[src/rtl/smd_pkg.sv]
// ----------------------------------------------------------------------------
// smd_pkg
// Types, constants and round functions of the SHA-256 message digest block.
// ----------------------------------------------------------------------------
package smd_pkg;

   localparam int unsigned BlockBytes = 64;
   localparam int unsigned AddrBits   = 6;
   localparam int unsigned WordBits   = 32;
   localparam int unsigned Rounds     = 64;
   localparam int unsigned DigestWords = 8;
   localparam logic [5:0]  LengthPos  = 6'd56;
   localparam logic [7:0]  PadByte    = 8'h80;

   typedef logic [31:0] word_type;

   typedef struct packed {
      logic [7:0] data_byte;
      logic       last_item;
      logic       no_byte;
   } req_type;

   typedef struct packed {
      logic [31:0] digest_word;
      logic [2:0]  word_number;
      logic        final_word;
   } rsp_type;

   // round constants
   function automatic word_type round_k(input logic [5:0] idx);
      word_type k;
      begin
         unique case (idx)
            6'd0: k = 32'h428a2f98;  6'd1: k = 32'h71374491;
            6'd2: k = 32'hb5c0fbcf;  6'd3: k = 32'he9b5dba5;
            6'd4: k = 32'h3956c25b;  6'd5: k = 32'h59f111f1;
            6'd6: k = 32'h923f82a4;  6'd7: k = 32'hab1c5ed5;
            6'd8: k = 32'hd807aa98;  6'd9: k = 32'h12835b01;
            6'd10: k = 32'h243185be; 6'd11: k = 32'h550c7dc3;
            6'd12: k = 32'h72be5d74; 6'd13: k = 32'h80deb1fe;
            6'd14: k = 32'h9bdc06a7; 6'd15: k = 32'hc19bf174;
            6'd16: k = 32'he49b69c1; 6'd17: k = 32'hefbe4786;
            6'd18: k = 32'h0fc19dc6; 6'd19: k = 32'h240ca1cc;
            6'd20: k = 32'h2de92c6f; 6'd21: k = 32'h4a7484aa;
            6'd22: k = 32'h5cb0a9dc; 6'd23: k = 32'h76f988da;
            6'd24: k = 32'h983e5152; 6'd25: k = 32'ha831c66d;
            6'd26: k = 32'hb00327c8; 6'd27: k = 32'hbf597fc7;
            6'd28: k = 32'hc6e00bf3; 6'd29: k = 32'hd5a79147;
            6'd30: k = 32'h06ca6351; 6'd31: k = 32'h14292967;
            6'd32: k = 32'h27b70a85; 6'd33: k = 32'h2e1b2138;
            6'd34: k = 32'h4d2c6dfc; 6'd35: k = 32'h53380d13;
            6'd36: k = 32'h650a7354; 6'd37: k = 32'h766a0abb;
            6'd38: k = 32'h81c2c92e; 6'd39: k = 32'h92722c85;
            6'd40: k = 32'ha2bfe8a1; 6'd41: k = 32'ha81a664b;
            6'd42: k = 32'hc24b8b70; 6'd43: k = 32'hc76c51a3;
            6'd44: k = 32'hd192e819; 6'd45: k = 32'hd6990624;
            6'd46: k = 32'hf40e3585; 6'd47: k = 32'h106aa070;
            6'd48: k = 32'h19a4c116; 6'd49: k = 32'h1e376c08;
            6'd50: k = 32'h2748774c; 6'd51: k = 32'h34b0bcb5;
            6'd52: k = 32'h391c0cb3; 6'd53: k = 32'h4ed8aa4a;
            6'd54: k = 32'h5b9cca4f; 6'd55: k = 32'h682e6ff3;
            6'd56: k = 32'h748f82ee; 6'd57: k = 32'h78a5636f;
            6'd58: k = 32'h84c87814; 6'd59: k = 32'h8cc70208;
            6'd60: k = 32'h90befffa; 6'd61: k = 32'ha4506ceb;
            6'd62: k = 32'hbef9a3f7; default: k = 32'hc67178f2;
         endcase
         return k;
      end
   endfunction

   // initial hash values
   function automatic word_type init_h(input logic [2:0] idx);
      word_type h;
      begin
         unique case (idx)
            3'd0: h = 32'h6a09e667; 3'd1: h = 32'hbb67ae85;
            3'd2: h = 32'h3c6ef372; 3'd3: h = 32'ha54ff53a;
            3'd4: h = 32'h510e527f; 3'd5: h = 32'h9b05688c;
            3'd6: h = 32'h1f83d9ab; default: h = 32'h5be0cd19;
         endcase
         return h;
      end
   endfunction

   function automatic word_type ror(input word_type x, input int unsigned n);
      return (x >> n) | (x << (WordBits - n));
   endfunction

endpackage

[src/rtl/smd_stream_if.sv]
// ----------------------------------------------------------------------------
// smd_stream_if
// Valid/ready channels carrying one request or one response payload.
// ----------------------------------------------------------------------------
interface smd_req_if;
   logic                 valid;
   logic                 ready;
   smd_pkg::req_type     payload;
   modport source (output valid, output payload, input ready);
   modport sink   (input valid, input payload, output ready);
endinterface

interface smd_rsp_if;
   logic                 valid;
   logic                 ready;
   smd_pkg::rsp_type     payload;
   modport source (output valid, output payload, input ready);
   modport sink   (input valid, input payload, output ready);
endinterface

[src/rtl/sha256_message_digest.sv]
// ----------------------------------------------------------------------------
// sha256_message_digest
// SHA-256 hash of a byte stream, eight digest words per message.
// ----------------------------------------------------------------------------
// Usage:
//   req channel: one message byte per transfer, with last_item marking the
//   end and no_byte marking a transfer that carries no byte.
//   rsp channel: eight digest words, word_number 0 to 7, final_word on 7.
//   Bytes are written to a 64-byte store one per cycle. On every 64th byte
//   the compression unit runs: a start step, the schedule load from the
//   store (one read port, one byte per cycle, registered read), 64 rounds
//   and a fold into the chain, and no byte is taken while it runs.
//   The last transfer also writes padding and length, one byte per cycle
//   when the compression unit is idle, which may add a second block; the
//   digest follows the last fold, one word per cycle while the receiver is ready.
//   Reset brings back the initial hash, zero length and an empty store.
//   A stalled receiver holds the current word; no request is taken until
//   all eight words are transferred.
// ----------------------------------------------------------------------------
module sha256_message_digest (
   input logic         clock,
   input logic         reset,
   smd_req_if.sink     req,
   smd_rsp_if.source   rsp
);
   typedef enum logic [2:0] {S_IN, S_PAD, S_LEN, S_WAIT, S_OUT} state_type;

   state_type    state_ff;
   logic [5:0]   fill_ff;
   logic [63:0]  count_ff, len_ff;
   logic [2:0]   lenix_ff, word_ff;
   logic         last_ff;
   logic         wr_en;
   logic [7:0]   wr_data;
   logic [5:0]   rd_addr;
   logic [7:0]   rd_data;
   logic         start_ff, busy, clear_chain;
   logic [31:0]  chain_word;
   logic         take;

   smd_ram #(.Width(8), .Depth(smd_pkg::BlockBytes)) u_store (
      .clock, .wr_en, .wr_addr(fill_ff), .wr_data, .rd_addr, .rd_data
   );

   smd_compress u_comp (
      .clock, .reset, .start(start_ff), .clear_chain, .busy, .rd_addr, .rd_data,
      .chain_sel(word_ff), .chain_word
   );

   assign req.ready = (state_ff == S_IN) && !busy && !start_ff;
   assign take      = req.valid && req.ready;

   // store writes from input, padding and length bytes
   always_comb begin
      wr_en   = 1'b0;
      wr_data = req.payload.data_byte;
      unique case (state_ff)
         S_IN:  wr_en = take && !req.payload.no_byte;
         S_PAD: begin
            wr_en   = !busy && !start_ff;
            wr_data = last_ff ? smd_pkg::PadByte : 8'd0;
         end
         S_LEN: begin
            wr_en   = !busy && !start_ff;
            wr_data = len_ff[63:56];
         end
         default: wr_en = 1'b0;
      endcase
   end

   assign clear_chain = (state_ff == S_OUT) && rsp.ready && (word_ff == 3'd7);

   // control sequence
   always_ff @(posedge clock) begin
      if (reset) begin
         state_ff <= S_IN;
         fill_ff  <= '0;
         count_ff <= '0;
         word_ff  <= '0;
         start_ff <= 1'b0;
         last_ff  <= 1'b0;
         lenix_ff <= '0;
      end else begin
         start_ff <= wr_en && (fill_ff == 6'd63);
         if (wr_en) fill_ff <= fill_ff + 6'd1;
         unique case (state_ff)
            S_IN: begin
               if (take) begin
                  if (!req.payload.no_byte) count_ff <= count_ff + 64'd8;
                  if (req.payload.last_item) begin
                     state_ff <= S_PAD;
                     last_ff  <= 1'b1;
                     len_ff   <= count_ff + (req.payload.no_byte ? 64'd0 : 64'd8);
                  end
               end
            end
            S_PAD: begin
               if (wr_en) begin
                  last_ff <= 1'b0;
                  if (fill_ff + 6'd1 == smd_pkg::LengthPos) begin
                     state_ff <= S_LEN;
                     lenix_ff <= '0;
                  end
               end
            end
            S_LEN: begin
               if (wr_en) begin
                  len_ff   <= {len_ff[55:0], 8'd0};
                  lenix_ff <= lenix_ff + 3'd1;
                  if (lenix_ff == 3'd7) state_ff <= S_WAIT;
               end
            end
            S_WAIT: begin
               if (!busy && !start_ff) begin
                  state_ff <= S_OUT;
                  word_ff  <= '0;
               end
            end
            default: begin
               if (rsp.ready) begin
                  word_ff <= word_ff + 3'd1;
                  if (word_ff == 3'd7) begin
                     state_ff <= S_IN;
                     count_ff <= '0;
                  end
               end
            end
         endcase
      end
   end

   assign rsp.valid               = (state_ff == S_OUT);
   assign rsp.payload.digest_word = chain_word;
   assign rsp.payload.word_number = word_ff;
   assign rsp.payload.final_word  = (word_ff == 3'd7);
endmodule

[src/rtl/smd_ram.sv]
// ----------------------------------------------------------------------------
// smd_ram
// Generic simple dual-port synchronous RAM with registered read.
// ----------------------------------------------------------------------------
module smd_ram #(
   parameter int unsigned Width = 8,
   parameter int unsigned Depth = 64
) (
   input  logic                     clock,
   input  logic                     wr_en,
   input  logic [$clog2(Depth)-1:0] wr_addr,
   input  logic [Width-1:0]         wr_data,
   input  logic [$clog2(Depth)-1:0] rd_addr,
   output logic [Width-1:0]         rd_data
);
   logic [Width-1:0] mem [Depth];
   logic [Width-1:0] rd_data_ff;

   // write port and registered read port
   always_ff @(posedge clock) begin
      if (wr_en) begin
         mem[wr_addr] <= wr_data;
      end
      rd_data_ff <= mem[rd_addr];
   end

   assign rd_data = rd_data_ff;
endmodule

[src/rtl/smd_compress.sv]
// ----------------------------------------------------------------------------
// smd_compress
// SHA-256 compression over a 64-byte block held in the block store.
// Reads one byte per cycle from the registered read port, building a 16-word
// schedule window, then runs 64 rounds, one per cycle, and folds the result
// into the chain.
// ----------------------------------------------------------------------------
module smd_compress (
   input  logic        clock,
   input  logic        reset,
   input  logic        start,
   input  logic        clear_chain,
   output logic        busy,
   output logic [5:0]  rd_addr,
   input  logic [7:0]  rd_data,
   input  logic [2:0]  chain_sel,
   output logic [31:0] chain_word
);
   typedef enum logic [1:0] {S_IDLE, S_LOAD, S_ROUND, S_FOLD} state_type;

   state_type          state_ff, state_in;
   logic [6:0]         cnt_ff, cnt_in;
   logic [31:0]        w_ff [16];
   logic [31:0]        w_in [16];
   logic [31:0]        s_ff [8];
   logic [31:0]        s_in [8];
   logic [31:0]        h_ff [8];
   logic [31:0]        h_in [8];

   logic [31:0] w_cur, w_new, sg0, sg1, big0, big1, ch, maj, t1, t2;

   // schedule word for this round, next schedule word and round terms
   always_comb begin
      w_cur = w_ff[0];
      sg0 = smd_pkg::ror(w_ff[1], 7) ^ smd_pkg::ror(w_ff[1], 18) ^ (w_ff[1] >> 3);
      sg1 = smd_pkg::ror(w_ff[14], 17) ^ smd_pkg::ror(w_ff[14], 19) ^ (w_ff[14] >> 10);
      w_new = w_ff[0] + sg0 + w_ff[9] + sg1;
      big1 = smd_pkg::ror(s_ff[4], 6) ^ smd_pkg::ror(s_ff[4], 11) ^ smd_pkg::ror(s_ff[4], 25);
      ch = (s_ff[4] & s_ff[5]) ^ (~s_ff[4] & s_ff[6]);
      t1 = s_ff[7] + big1 + ch + smd_pkg::round_k(cnt_ff[5:0]) + w_cur;
      big0 = smd_pkg::ror(s_ff[0], 2) ^ smd_pkg::ror(s_ff[0], 13) ^ smd_pkg::ror(s_ff[0], 22);
      maj = (s_ff[0] & s_ff[1]) ^ (s_ff[0] & s_ff[2]) ^ (s_ff[1] & s_ff[2]);
      t2 = big0 + maj;
   end

   // next state
   always_comb begin
      state_in = state_ff;
      cnt_in   = cnt_ff;
      w_in     = w_ff;
      s_in     = s_ff;
      h_in     = h_ff;
      unique case (state_ff)
         S_IDLE: begin
            if (start) begin
               state_in = S_LOAD;
               cnt_in   = '0;
            end
         end
         S_LOAD: begin
            // read data is registered, so it lags the address; bytes arrive at cnt 1..64
            if (cnt_ff != 7'd0) begin
               // a new word starts with every fourth byte
               if (cnt_ff[1:0] == 2'd1) begin
                  for (int i = 0; i < 15; i++) w_in[i] = w_ff[i+1];
               end
               w_in[15] = {w_ff[15][23:0], rd_data};
            end
            cnt_in = cnt_ff + 7'd1;
            if (cnt_ff == 7'd64) begin
               state_in = S_ROUND;
               cnt_in   = '0;
               s_in     = h_ff;
            end
         end
         S_ROUND: begin
            for (int i = 0; i < 15; i++) w_in[i] = w_ff[i+1];
            w_in[15] = w_new;
            s_in[7] = s_ff[6]; s_in[6] = s_ff[5]; s_in[5] = s_ff[4];
            s_in[4] = s_ff[3] + t1;
            s_in[3] = s_ff[2]; s_in[2] = s_ff[1]; s_in[1] = s_ff[0];
            s_in[0] = t1 + t2;
            cnt_in = cnt_ff + 7'd1;
            if (cnt_ff == 7'd63) begin
               state_in = S_FOLD;
            end
         end
         default: begin
            for (int i = 0; i < 8; i++) h_in[i] = h_ff[i] + s_ff[i];
            state_in = S_IDLE;
         end
      endcase
      if (clear_chain) begin
         for (int i = 0; i < 8; i++) h_in[i] = smd_pkg::init_h(3'(i));
      end
   end

   // state, counter and working registers
   always_ff @(posedge clock) begin
      if (reset) begin
         state_ff <= S_IDLE;
         cnt_ff   <= '0;
         for (int i = 0; i < 8; i++) h_ff[i] <= smd_pkg::init_h(3'(i));
      end else begin
         state_ff <= state_in;
         cnt_ff   <= cnt_in;
         h_ff     <= h_in;
      end
      w_ff <= w_in;
      s_ff <= s_in;
   end

   assign busy       = (state_ff != S_IDLE);
   assign rd_addr    = cnt_ff[5:0];
   assign chain_word = h_ff[chain_sel];
endmodule

[src/flat_wrapper.sv]
// flat-port wrapper written by rule: the top's interface ports become plain ports
module sha256_message_digest_flat 
  (clock, reset, req_valid, req_payload, req_ready, rsp_valid, rsp_payload, rsp_ready);
  smd_req_if req_i ();
  smd_rsp_if rsp_i ();
  input logic clock;
  input logic reset;
  input wire logic [$bits(req_i.valid)-1:0] req_valid;
  input wire logic [$bits(req_i.payload)-1:0] req_payload;
  output wire logic [$bits(req_i.ready)-1:0] req_ready;
  output wire logic [$bits(rsp_i.valid)-1:0] rsp_valid;
  output wire logic [$bits(rsp_i.payload)-1:0] rsp_payload;
  input wire logic [$bits(rsp_i.ready)-1:0] rsp_ready;
  assign req_i.valid = req_valid;
  assign req_i.payload = req_payload;
  assign req_ready = req_i.ready;
  assign rsp_valid = rsp_i.valid;
  assign rsp_payload = rsp_i.payload;
  assign rsp_i.ready = rsp_ready;
  sha256_message_digest u_core (.clock(clock), .reset(reset), .req(req_i), .rsp(rsp_i));
endmodule
[config.mk]
export PLATFORM = sky130hd
export DESIGN_NAME = sha256_message_digest_flat
export DESIGN_NICKNAME = d
export VERILOG_FILES = /design/src/rtl/smd_pkg.sv /design/src/rtl/smd_stream_if.sv /design/src/rtl/sha256_message_digest.sv /design/src/rtl/smd_ram.sv /design/src/rtl/smd_compress.sv /design/src/flat_wrapper.sv
export SDC_FILE = /design/constraint.sdc
export NUM_CORES = 2
export LEC_CHECK = 0
export BUFFER_PORTS_ARGS = -buffer_cell sky130_fd_sc_hd__buf_2
export CORE_ASPECT_RATIO = 0.6
export CORE_MARGIN = 2
export CORE_UTILIZATION = 40
export CTS_BUF_LIST = sky130_fd_sc_hd__clkbuf_4 sky130_fd_sc_hd__clkbuf_8
export DETAILED_ROUTE_END_ITERATION = 6
export PLACE_DENSITY_LB_ADDON = 0.15
export SLEW_MARGIN = 20
export SYNTH_ARGS = -nofsm -noshare
export SYNTH_HDL_FRONTEND = slang
export SYNTH_SLANG_ARGS = --single-unit
[constraint.sdc]
create_clock -name clock -period 26.6 [get_ports clock]
set_clock_uncertainty 0.1 [all_clocks]
set_input_delay 0 -clock clock [delete_from_list [all_inputs] [get_ports clock]]
set_output_delay 0 -clock clock [all_outputs]
set_load 0.05 [all_outputs]
# Yosys cells after proc, flatten, opt, wreduce, memory -nomap -nowiden
# Memory sizes are Yosys's and may differ from the RTL's. A register that Yosys moved wholly into a read port is not among the register bits.
# Index checks and enable logic that the tools add are counted.
# op_classes
n_addsub	24
n_lt_le_gt_ge	1
eq_ne	26
n_mux	53
bitwise	31
reduce_logical	41
# op_table
op	count
512-bit one-hot mux with 2 select lines	1
32-bit adder	18
512-bit two-way mux	1
256-bit one-hot mux with 2 select lines	1
480-bit two-way mux	1
64-bit two-way mux	7
32-bit XOR	9
256-bit two-way mux	1
64-bit one-hot mux with 2 select lines	2
32-bit bitwise AND	5
32-bit binary-select mux with 3-bit select	1
64-bit by 4-bit adder with 64-bit output, second input constant	1
64-bit adder	1
32-bit two-way mux	2
3-bit two-way mux	14
32-bit NOT	1
10-bit by 32-bit bitwise OR with 32-bit output	1
13-bit by 32-bit bitwise OR with 32-bit output	1
14-bit by 32-bit bitwise OR with 32-bit output	1
15-bit by 32-bit bitwise OR with 32-bit output	1
19-bit by 32-bit bitwise OR with 32-bit output	1
21-bit by 32-bit bitwise OR with 32-bit output	1
25-bit by 32-bit bitwise OR with 32-bit output	1
26-bit by 32-bit bitwise OR with 32-bit output	1
other kinds (47)	102
# word_totals
register_bits	1178
mem_bits_rw	512
rom_bits	2048
in_bits	14
out_inout_bits	38
n_memories	2
# mem_list
memory	words	width	rd	rd_ports_with_merged_regs	write_ports	line_no	source
(no name shown)	64	32	1	1	0	smd_pkg.sv:33	unique case (idx)
u_core.u_store.mem	64	8	1	1	1	smd_ram.sv:16	logic [Width-1:0] mem [Depth];

# Logic depth before layout (Yosys ltp)
# depth
word_depth	9
depth_mapped	33
mapped_depth_nobuf	32

# Cells and area by module
# Synthesis repeated with hierarchy kept, for this count alone.
# unflattened
cells_unflattened	8040
hier_area_um2	94822.2
# by_module_without_submodules
mod	instances	cells_per_inst	area_each_um2	seq_area_each_um2
smd_compress	1	6169	66643.9	29007.8
smd_ram	1	940	20166.8	15534.9
sha256_message_digest	1	931	8011.4	3393.3

# Least setup slack after synthesis
# Ideal clock, no wire load.
# synth_path
kind	reg-to-reg
from	reg u_core.u_comp.state_ff[0]
to	reg u_core.u_comp.s_ff[0] (netlist name) (enable)
arrival_time_ns	19.075
path_slack_ns	6.198
path_stages_with_launch	7
path_buffers	2
path_cell_list	dfxtp_1 > inv_1 > ha_1 > clkbuf_1 > clkinv_1 > clkbuf_1 > o21ai_0
# synth_between
elab_chain_len	3
# synth_lines
element	line_no	source
start, declared	smd_compress.sv:21	state_type state_ff, state_in;
start signal, assigned	smd_compress.sv:105	state_ff <= state_in;
2-bit by 1-bit equality test with 1-bit output / 2-bit equality test (equally long branches)	smd_compress.sv:53	unique case (state_ff)
2-bit inequality test (no source line) / 2-bit nonzero test (equally long branches)	n/a	
2-bit AND reduction (no source line) (*)	n/a	
end signal, assigned	smd_compress.sv:110	s_ff <= s_in;
end, declared	smd_compress.sv:25	logic [31:0] s_ff [8];
# Every way passes the cells marked *; elsewhere a longest branch is shown, timed or not.
# A chain may end at the register's enable or synchronous reset.

==> impl_results.md <==
- Largest cells by area after synthesis: edfxtp_1 (43%), dfxtp_1 (8.1%), mux4_2 (5.6%)
- Relative max-transition margin: 20.4%
- Post-route antenna net violation count: 0
- Post-Syn Instances: 7886
- Wire length of the first global-routing pass: 440000 µm
- Port bufs: 51
- Startpoint kind of the worst setup timing path: flop
- Vias per cell: around 5.7
- Number of unique standard cell types used by synthesis: roughly 100
- Clock Path Buffers: 4
- Top cell type by total area after synthesis: edfxtp_1
- Kind of critical path: flop to flop
- Mapped cell area: 94200 µm²
- Fin crit period: 9.01 ns
- Rows: about 140
- Die span in y: 380 µm
- Post-detailed-routing wire length: around 310000 µm
- Root buffer cell: clkbuf_8
- Share of post-route cells with drive strength above 1: 15.3%
- Number of synthesized flops with an enable pin: 1341
- Number of global-route vias before repair: 60769
- Hpwl dp: between 200000 and 250000 µm
- WHS Path Cells: 5
- Total chip power: 6620 µW
- Setup repair after global routing missed its margin: no
- Actual slew at the worst max-slew pin: between 1 and 1.5 ns
- Clock tree from TritonCTS: built
- Count of pins over their slew limit: 0
- Maximum resistive drop on vdd: 0.0372 mV
- Slowest stage delay, CP: 0.63 ns
- Final non-filler cell area: between 100000 and 150000 µm²
- Final cell count without fillers: approximately 11000
- Layout area overhead: 10.4%
- Post-placement setup slack: 17.91 ns
- Clock Sink Count: 1724
- Number of DRC markers after the initial detailed-route iteration: 8056
- Fraction of the yosys area taken by sequential cells: 50.9%
- Buffers plus inverters on the worst setup path: 4
- Endpoint kind of the worst setup timing path: flop
- Initial antenna violation count: 11
- Core footprint: 233000 µm²
- Number of logic stages on the critical path including buffering: 29
- Worst endpoint required time: 27.16 ns
- Routed WL per cell: 27.1 µm
- Met3 routed WL: 31100 µm
- Detailed-route via count: 64957
- Remaining design rule violation count: 0
- Post-CTS clock slew at the launch and capture registers of the worst setup and hold paths: 0.07 ns
- Pin count of the biggest net entering global routing: 178
- Post-synthesis area per instance: 11.9 µm²
- H-tree levels: 5
- Yosys synthesis warning count: 0
- Least setup slack across all paths after layout: 17.59 ns
- Worst Reg-to-Reg Cells: 29
- Tightest Hold Check Type: primary input to flop
- Final global-route overflow total: 0
- Uppermost layer routed: met5
- Detailed-route wire length on metal 1: between 150000 and 200000 µm
- Worst endpoint data arrival time: approximately 9.6 ns
- Total Routing Usage GR: about a quarter
- Placed instance count: around 11000
- Number of hold violations in the final report: 0
- Total met2 wirelength after detailed routing: 114000 µm
- Final setup TNS: 0 ns
- Total number of nets in the final design: 8594
- Number of ports placed on the die boundary: 52
- Dominant delay contributor by cell family on the critical path: compound AO/OA/AOI/OAI gates
- Total cell area at the placement stage: 97900 µm²
- Clk_lat worst skew: 0.94 ns
- Highest attainable clock frequency: approximately 0.11 GHz
- Initial core utilization: slightly above 40%
- TritonCTS buffer count: 286
- Number of resized instances in the post-cts repair step: 0
- Floorplan die area: 240000 µm²
- Reported leakage power: 0.0368 µW
- First-pass iteration count of the detailed router: 6
- Synthesized flop and latch total: around 1700
- Outcome: completed
- Total power divided by cell area: 63.6 nW/µm²
- Total of max-cap violations: 0
- Share of Yosys cell area claimed by the top area cell type: 42.7%
- GPL Wtd Cong: just over 0.9
- Top fanout value on the critical path: 6
- Mapped Nets: 8500
- Die width: 631 µm
- Dominant register cell in the synthesized netlist: edfxtp_1
- Number of setup violations in the final report: 0
- Async set-or-reset flop fraction in the synthesized netlist: 0%
- Slowest library cell on the worst path: o31ai_1
- Ratio of final minimum period to clock period: 33.9%
-- per-layer routing --
layer	vias to the layer above	global-route usage, %
li1	29225	-
met1	32678	41.8
met2	2705	31.4
met3	341	6.81
met4	8	4.28
met5	-	0
-- sequential cells by signal (all words and copies together) (netlist names), 7 cells and up, named ones only --
register,cells
u_core.u_store.mem,512
u_core.u_comp.w_ff,480
u_core.u_comp.h_ff,256
u_core.u_comp.s_ff,256
u_core.count_ff,61
u_core.len_ff,61
u_core.u_comp.w_cur,32
u_core.u_store.rd_data,8
u_core.u_comp.cnt_ff,7
-- layout by cell type, fill, tap and decap left out, types with 55 or more instances in the layout --
| cell | count |
|---|---|
| nand3_1 | 121 |
| ha_1 | 403 |
| mux4_2 | 233 |
| o21ai_0 | 401 |
| nor2_1 | 592 |
| a21oi_1 | 452 |
| o21a_1 | 70 |
| nor3_1 | 113 |
| inv_1 | 487 |
| mux2_2 | 306 |
| or3_1 | 59 |
| xnor2_1 | 415 |
| nand4_1 | 55 |
| xor2_1 | 215 |
| edfxtp_1 | 1341 |
| mux2i_1 | 89 |
| a31oi_1 | 62 |
| dfxtp_1 | 377 |
| a21o_1 | 186 |
| buf_4 | 89 |
| nand2_1 | 508 |
| nor2b_1 | 56 |
| clkbuf_4 | 94 |
| clkbuf_8 | 309 |
| fa_1 | 195 |
-- worst register-to-register path, delay by kind of cell (launching register included) --
family	cells	cell delay (ns)
AO/OA/AOI/OAI	11	3.44
adder cells (fa/ha/maj)	6	2.42
XOR/XNOR	4	1.06
AND/OR/NAND/NOR	3	0.65
flip-flops	1	0.58
buffers and inverters	4	0.30
multiplexers	1	0.26
-- layout make-up --
type / instances / area [µm²]
antenna: 1 / 2.50
clock buffer: 403 / 4960
clock inverter: 110 / 821
fill: 21518 / 129000
inverter: 492 / 1850
multi-input combinational: 5309 / 43300
sequential: 1724 / 48000
tap: 3127 / 3910
timing repair buffer: 167 / 1240
-- power breakdown --
part | switching, µW | leakage [µW] | total (µW) | internal, µW
registers | 25.5 | 0.0151 | 2970 | 2950
clock network | 1140 | 0.00306 | 2460 | 1320
logic | 739 | 0.0186 | 1190 | 451
-- path summary, 6_finish.rpt --
path / startpoint / slack [ns] / to
worst max-delay path: u_core.u_comp.s_ff[107] / 17.59 / u_core.u_comp.s_ff[253]
worst max register to register: u_core.u_comp.s_ff[107] / 17.59 / u_core.u_comp.s_ff[253]
worst min-delay path: req_payload[0] / 0.12 / u_core.fill_ff[1]
worst min register to register: u_core.u_comp.w_ff[244] / 0.30 / u_core.u_comp.w_ff[276]
-- Yosys cell counts, drive strengths merged, types with 24 or more instances --
library cell and instances:
nand2b 46, nand2 511, and2 35, or2 25, o21a 71, a211o 24, dfxtp 383, nor2b 56
o211ai 40, a21oi 453, xor2 215, nor2 593, o21ai 440, o31ai 38, ha 405, mux2i 89
nor3 117, mux2 306, clkbuf 271, fa 195, nand3 121, nand4 55, o22ai 33, o21bai 51
edfxtp 1341, a31oi 65, xnor2 416, a21o 186, buf 90, inv 491, mux4 233, and3 52
or3 59, a211oi 56
-- cell families after synthesis --
logic type               count (synthesis)  synth area share [%]
adder cells (fa/ha/maj)                622                  9.76
multiplexers                           628                  10.2
buffers and inverters                  853                  3.45
flip-flops                            1724                  50.9
AO/OA/AOI/OAI                         1681                  11.3
XOR/XNOR                               631                  5.87
AND/OR/NAND/NOR                       1747                  8.53
-- what timing repair did --
item,in CTS,in global routing
hold buffers,22,0
hold endpoints to repair,672,0
setup buffers,0,0
-- per-stage QoR --
stage                     hold WS [ns]  utilization [%]
final                            0.116             44.6
after global routing             0.146             44.6
after detailed placement         0.254             42.0
after global placement           0.235             42.0
after CTS                       0.0549             44.6
after floorplan                 0.0923                -
(Power assumes the default switching activity.)
